**src/sv/sorted_array_priority_queue_core_defines.svh**
```systemverilog
// assertion macros used by the priority queue core
`ifndef SORTED_ARRAY_PRIORITY_QUEUE_CORE_DEFINES_SVH
`define SORTED_ARRAY_PRIORITY_QUEUE_CORE_DEFINES_SVH

// same-cycle implication, checked outside reset
`define SPQ_ASSERT_NOW(label, ante, cons, msg) \
  label: assert property (@(posedge clk) disable iff (!rst_n) (ante) |-> (cons)) \
    else $error(msg);

// next-cycle implication, checked outside reset
`define SPQ_ASSERT_NEXT(label, ante, cons, msg) \
  label: assert property (@(posedge clk) disable iff (!rst_n) (ante) |=> (cons)) \
    else $error(msg);

`endif

```
**src/sv/spq_pkg.sv**
```systemverilog
// shared types and constants for the sorted array priority queue
package spq_pkg;

  localparam int SPQ_DEPTH_DEF = 16;
  localparam int SPQ_DATA_W    = 32;
  localparam int SPQ_STAT_W    = 2;
  localparam int SPQ_OCC_W     = 5;

  typedef enum logic {
    OP_INSERT = 1'b0,
    OP_REMOVE = 1'b1
  } spq_op_t;

  typedef enum logic [SPQ_STAT_W-1:0] {
    STAT_OK    = 2'd0,
    STAT_FULL  = 2'd1,
    STAT_EMPTY = 2'd2
  } spq_stat_t;

  // what a cell hands to its neighbor away from the head
  typedef struct packed {
    logic                         shift;
    logic signed [SPQ_DATA_W-1:0] entry;
  } spq_link_t;

endpackage

```
**src/sv/sorted_array_priority_queue_core.sv**
```systemverilog
// top level of the sorted array priority queue, smallest value removed first
//
//   port group   direction  handshake           payload
//   in_*         input      in_valid/in_stall   operation, value
//   out_*        output     out_valid/out_stall removed_value, status, occupancy
//
// one item per cycle: every cell compares against the new value and shifts in the
// same cycle, so an item is accepted each cycle that the output register is free.
// the result is registered and shows in the output register in the cycle after acceptance.
// in_stall follows out_stall while a result is held.
// reset clears the occupancy count and the output valid; slot contents are not cleared.
module sorted_array_priority_queue_core #(
  parameter int DEPTH = spq_pkg::SPQ_DEPTH_DEF
) (
  input  logic                                  clk,
  input  logic                                  rst_n,
  input  logic                                  in_valid,
  output logic                                  in_stall,
  input  logic                                  in_operation,
  input  logic signed [spq_pkg::SPQ_DATA_W-1:0] in_value,
  output logic                                  out_valid,
  input  logic                                  out_stall,
  output logic signed [spq_pkg::SPQ_DATA_W-1:0] out_removed_value,
  output logic [spq_pkg::SPQ_STAT_W-1:0]        out_status,
  output logic [spq_pkg::SPQ_OCC_W-1:0]         out_occupancy
);
  import spq_pkg::*;

  `include "sorted_array_priority_queue_core_defines.svh"

  localparam int CNT_W = $clog2(DEPTH + 1);

  logic [CNT_W-1:0]              count_r;
  logic [CNT_W-1:0]              count_nxt;
  logic                          out_valid_r;
  logic signed [SPQ_DATA_W-1:0]  removed_r;
  logic signed [SPQ_DATA_W-1:0]  removed_nxt;
  spq_stat_t                     status_r;
  spq_stat_t                     status_nxt;
  logic [SPQ_OCC_W-1:0]          occ_r;

  logic                          acc;
  logic                          is_ins;
  logic                          full;
  logic                          empty;
  logic                          cell_we;

  spq_link_t                     links[DEPTH];

  assign in_stall = out_valid_r && out_stall;
  assign acc      = in_valid && !in_stall;
  assign is_ins   = (in_operation == OP_INSERT);
  assign full     = (count_r == CNT_W'(DEPTH));
  assign empty    = (count_r == '0);
  assign cell_we  = acc && (is_ins ? !full : !empty);

  genvar gi;
  generate
    for (gi = 0; gi < DEPTH; gi++) begin : g_cell
      spq_link_t                    prev_l;
      logic signed [SPQ_DATA_W-1:0] next_e;
      if (gi == 0) begin : g_first
        assign prev_l = '{shift: 1'b0, entry: '0};
      end else begin : g_mid
        assign prev_l = links[gi-1];
      end
      if (gi == DEPTH - 1) begin : g_last
        assign next_e = '0;
      end else begin : g_notlast
        assign next_e = links[gi+1].entry;
      end
      spq_cell #(
        .IDX   (gi),
        .CNT_W (CNT_W)
      ) u_cell (
        .clk        (clk),
        .we         (cell_we),
        .op         (in_operation),
        .ins_value  (in_value),
        .count      (count_r),
        .prev_link  (prev_l),
        .next_entry (next_e),
        .link       (links[gi])
      );
    end
  endgenerate

  always_comb begin
    count_nxt   = count_r;
    removed_nxt = '0;
    status_nxt  = STAT_OK;
    if (is_ins) begin
      if (full) begin
        status_nxt = STAT_FULL;
      end else begin
        count_nxt = count_r + CNT_W'(1);
      end
    end else begin
      if (empty) begin
        status_nxt = STAT_EMPTY;
      end else begin
        count_nxt   = count_r - CNT_W'(1);
        removed_nxt = links[0].entry;
      end
    end
  end

  always_ff @(posedge clk) begin
    if (!rst_n) begin
      count_r     <= '0;
      out_valid_r <= 1'b0;
    end else begin
      if (acc) begin
        count_r     <= count_nxt;
        out_valid_r <= 1'b1;
      end else if (!out_stall) begin
        out_valid_r <= 1'b0;
      end
    end
  end

  always_ff @(posedge clk) begin
    if (acc) begin
      removed_r <= removed_nxt;
      status_r  <= status_nxt;
      occ_r     <= SPQ_OCC_W'(count_nxt);
    end
  end

  assign out_valid         = out_valid_r;
  assign out_removed_value = removed_r;
  assign out_status        = status_r;
  assign out_occupancy     = occ_r;

  `SPQ_ASSERT_NOW(a_count_bound, 1'b1, count_r <= CNT_W'(DEPTH), "occupancy above depth")
  `SPQ_ASSERT_NEXT(a_full_hold, acc && is_ins && full, $stable(count_r), "full insert moved count")
  `SPQ_ASSERT_NEXT(a_result_shown, acc, out_valid_r, "accepted item produced no result")
  `SPQ_ASSERT_NOW(a_sorted_low, count_r >= CNT_W'(2), links[0].entry <= links[1].entry, "unsorted")

endmodule

```
**src/sv/spq_cell.sv**
```systemverilog
// one storage slot of the queue, ascending order from slot 0 upward
module spq_cell #(
  parameter int IDX   = 0,
  parameter int CNT_W = 5
) (
  input  logic                                 clk,
  input  logic                                 we,
  input  logic                                 op,
  input  logic signed [spq_pkg::SPQ_DATA_W-1:0] ins_value,
  input  logic [CNT_W-1:0]                     count,
  input  spq_pkg::spq_link_t                   prev_link,
  input  logic signed [spq_pkg::SPQ_DATA_W-1:0] next_entry,
  output spq_pkg::spq_link_t                   link
);
  import spq_pkg::*;

  logic signed [SPQ_DATA_W-1:0] entry_r;
  logic signed [SPQ_DATA_W-1:0] entry_nxt;
  logic                         occ;
  logic                         shift;

  assign occ = CNT_W'(IDX) < count;
  // slot at or above the insert point: the new item lands here or below
  assign shift = !occ || (entry_r >= ins_value);

  always_comb begin
    entry_nxt = entry_r;
    if (op == OP_INSERT) begin
      if (shift) begin
        entry_nxt = prev_link.shift ? prev_link.entry : ins_value;
      end
    end else begin
      entry_nxt = next_entry;
    end
  end

  always_ff @(posedge clk) begin
    if (we) begin
      entry_r <= entry_nxt;
    end
  end

  assign link.shift = shift;
  assign link.entry = entry_r;

endmodule

```
**config.mk**
```make
export PLATFORM = sky130hd
export DESIGN_NAME = sorted_array_priority_queue_core
export DESIGN_NICKNAME = d
export VERILOG_FILES = /design/src/sv/spq_pkg.sv /design/src/sv/sorted_array_priority_queue_core.sv /design/src/sv/spq_cell.sv
export VERILOG_INCLUDE_DIRS = /design/src /design/src/sv
export SDC_FILE = /design/constraint.sdc
export NUM_CORES = 2
export LEC_CHECK = 0
export BUFFER_PORTS_ARGS = -buffer_cell sky130_fd_sc_hd__buf_2
export CAP_MARGIN = 10
export CORE_MARGIN = 4
export CORE_UTILIZATION = 40
export CTS_BUF_LIST = sky130_fd_sc_hd__clkbuf_4 sky130_fd_sc_hd__clkbuf_8
export DETAILED_ROUTE_END_ITERATION = 16
export SYNTH_ARGS = -nofsm -noshare
export SYNTH_HDL_FRONTEND = slang
export SYNTH_HIERARCHICAL = 1
export SYNTH_SLANG_ARGS = --single-unit
```
**constraint.sdc**
```tcl
create_clock -name clk -period 4.37 [get_ports clk]
set_input_delay 0.874 -clock clk [delete_from_list [all_inputs] [get_ports clk]]
set_output_delay 0.874 -clock clk [all_outputs]
set_load 0.01 [all_outputs]
```
==> results.md <==
- Max-cap violations in this run came to 0.
- For this run, the top clock speed supported by timing is 0.283 GHz.
- The kind of path behind the tightest hold check is primary input to flip-flop.
- Once the floorplan was initialized, standard cells occupied 40.3% of the core.
- The floorplan step defined a die boundary enclosing 110000 µm².
- The final hold violation count came to 0.
- The endpoint identified for the worst register-to-register timing path is g_cell[7].u_cell/entry_r[7]$_DFFE_PP_.
- The x dimension of the die is 331 µm.
- The cell type group with the largest total delay on the critical path is compound AO/OA/AOI/OAI gates.
- The pin count of the biggest net entering global routing is 207.
- Measured against its own limit, the worst slew margin works out to 29.8%.
- The least setup slack across all paths after layout is 0.836 ns.
- The initialized floorplan defines 118 standard-cell rows.
- The critical path goes through buf_2 -> inv_1 -> ha_1 -> nand4_1 -> nor2_1 -> a221o_1 -> o31ai_2 -> a21oi_1 -> o21bai_4 -> buf_12 -> mux2i_1 -> o21ai_0.
- The DRC violations left is 0.
- The final antenna-violating net count is 0.
- The setup check on the worst reg-to-reg path leaves a slack of 0.90 ns.
- In this run the critical register-to-register path is launched from count_r[1]$_SDFFE_PN0P_.
- In the final design database the tool counted 4989 nets.
- Averaged over all synthesized cells, the footprint is 9.77 µm².
- In this run the static leakage power is 0.0230 µW.
- The endpoint type of the worst setup path is a flip-flop.
- Clock-pin slew was measured on the worst setup and hold paths at 0.06 ns.
- The first-iteration detailed-routing DRC count is 1714.
- For the pin with the worst max-slew slack, the measured transition is 1.05 ns.
- On the critical path, the stage with the largest delay is an instance of o31ai_2.
- The cell sitting at the root of the clock tree is a clkbuf_8.
- The number of warnings reported in the yosys synthesis log is 6.
- In this run the power density over the cells is 350 nW/µm².
- The total CTS buffers is 102.
- For the final routed database, the setup TNS stands at 0 ns.
- The worst-case IR drop observed on VDD is 0.221 mV.
- The number of setup violations in the final report is 0.
- Detailed placement finished with a half-perimeter wire length of 76.4 mm.
- The post-CTS setup repair buffer count is 0.
- The final cycle utilization of the critical path is 80.9%.
- The growth of design area from synthesis to finish is 12.9%.
- The final core utilization is 45.5%.
- The tightest hold path in the finished design has a slack of 0.349 ns.
- The clock period minus worst slack is 3.53 ns.
- The number of antenna violations at the first check in global routing was 1.
- Together, buffers and inverters on the worst path number 3.
- The via count of the first global-routing pass is 30683.
- The post-placement setup slack is 0.129 ns.
- For this run, the detailed router's first-pass iteration total came to 5.
- The core region is 104000 µm².
- The number of buffers on the longest clock path is 3.
- In this run the worst path has a maximum fanout of 32.
- The post-synth design cell area is 41800 µm².
- In this design, the stage delay of the slowest critical-path cell is 0.50 ns.
- Measured in cells, the most critical reg-to-reg path has a length of 6.
- The critical path class is primary input to flip-flop.
- The nature of the critical path startpoint is a primary input.
- For hold timing, the worst endpoint is out_valid$_SDFFE_PN0P_.
- The area of the multi-input gates is 22900 µm².
- In this run the tool buffered the top-level ports with 77 buffer cells.
- The total I/O pin count is 78.
- The global-route total usage across every layer is 17.8%.
- The number of filler cells placed in the layout is 9935.
- The die is 331 µm tall.
- The worst hold path begins at in_valid.
- The run finished with clean final reports.
- The quantity of hold-fixing buffers added after cts is 0.
- Setup repair after global routing left no endpoint under its margin.
- The count of final max-slew check failures is 0.
- At the end of routability-driven placement, the weighted congestion stood at 0.845.
- Along the worst hold path, the cell count comes to 2.
- Cells with a size suffix above 1 make up 10.6% of the layout.
- The global-route wire length before repair is 164 mm.
- The first element of the critical path is in_value[14].
- The average wire length per cell after detail routing is 16.9 µm.
- Global routing finished with a remaining overflow of 0.
- The post-detailed-routing wire length is 99.8 mm.
- Registers take 16700 µm².
- The number of resized instances in the post-cts repair step is 0.
- The vias after detailed routing is 30786.
- The number of vias per cell is 5.22.
- At the worst endpoint, the required time is 4.83 ns.
- On the final layout, the worst clock skew is 0.0341 ns.
- The insertion delay to the later sink of the worst-skew pair is 0.75 ns.
- TritonCTS built the clock tree.
- The synthesized instance count is 4277.
- The clock net in this run drives a total of 557 sinks.
- STA puts the critical path data arrival time at 3.99 ns.
- The number of levels in the clock H-tree is 3.
-- metrics by stage --
stage	power, µW	instance area, µm²	std cells
final	16500	47200	5897
after global routing	17600	47200	5897
after CTS	16700	47200	5895
after global placement	11600	45200	5714
after detailed placement	11700	45200	5714
after floorplan	10200	42000	4341
-- power breakdown --
part	internal, µW	switching [µW]
logic	1770	2420
clock network	2550	2350
registers	6830	601
-- placed cells by master, fill, tap and decap left out, types with 55 or more instances in the layout --
cell type,instances
nand2_1,588
edfxtp_1,551
o21ai_0,533
inv_1,515
mux2i_1,514
ha_1,514
a21oi_1,204
nand4_1,108
clkbuf_8,103
nand3_1,98
buf_2,76
conb_1,65
buf_12,59
buf_4,55
-- area by class of cell --
class	instances	share of cell area, %
multi-input cells	3070	48.6
flip-flops and latches	557	35.3
well taps	1380	3.66
inverters	516	4.11
clock buffers	144	3.66
repair buffers	191	4.22
diodes	2	0.0106
clock inverters	37	0.438
-- registers in the layout (all words and copies together), names as in the netlist --
signal	count
out_valid	1
out_status	2
out_occupancy	5
g_cell.u_cell/entry_r	512
count_r	5
out_removed_value	32
-- metal layers --
layer	vias to the layer above	GRT usage [%]	wire length [µm]
li1	15820	-	-
met1	14254	24.7	48400
met2	538	28.8	45200
met3	174	2.28	3290
met4	0	5.59	2930
met5	-	0	0
-- worst max path at each step --
stage,end,slack [ns],depth (start not counted)
after floorplan,g_cell[3].u_cell/entry_r[0]$_DFFE_PP_,0.15,5
after global placement,g_cell[1].u_cell/entry_r[21]$_DFFE_PP_,0.21,11
after detailed placement,g_cell[1].u_cell/entry_r[29]$_DFFE_PP_,0.13,11
after CTS,g_cell[7].u_cell/entry_r[7]$_DFFE_PP_,0.83,6
after global routing,g_cell[7].u_cell/entry_r[4]$_DFFE_PP_,0.57,6
final,g_cell[7].u_cell/entry_r[14]$_DFFE_PP_,0.84,12
No activity file was read; power rests on OpenSTA's default activity.
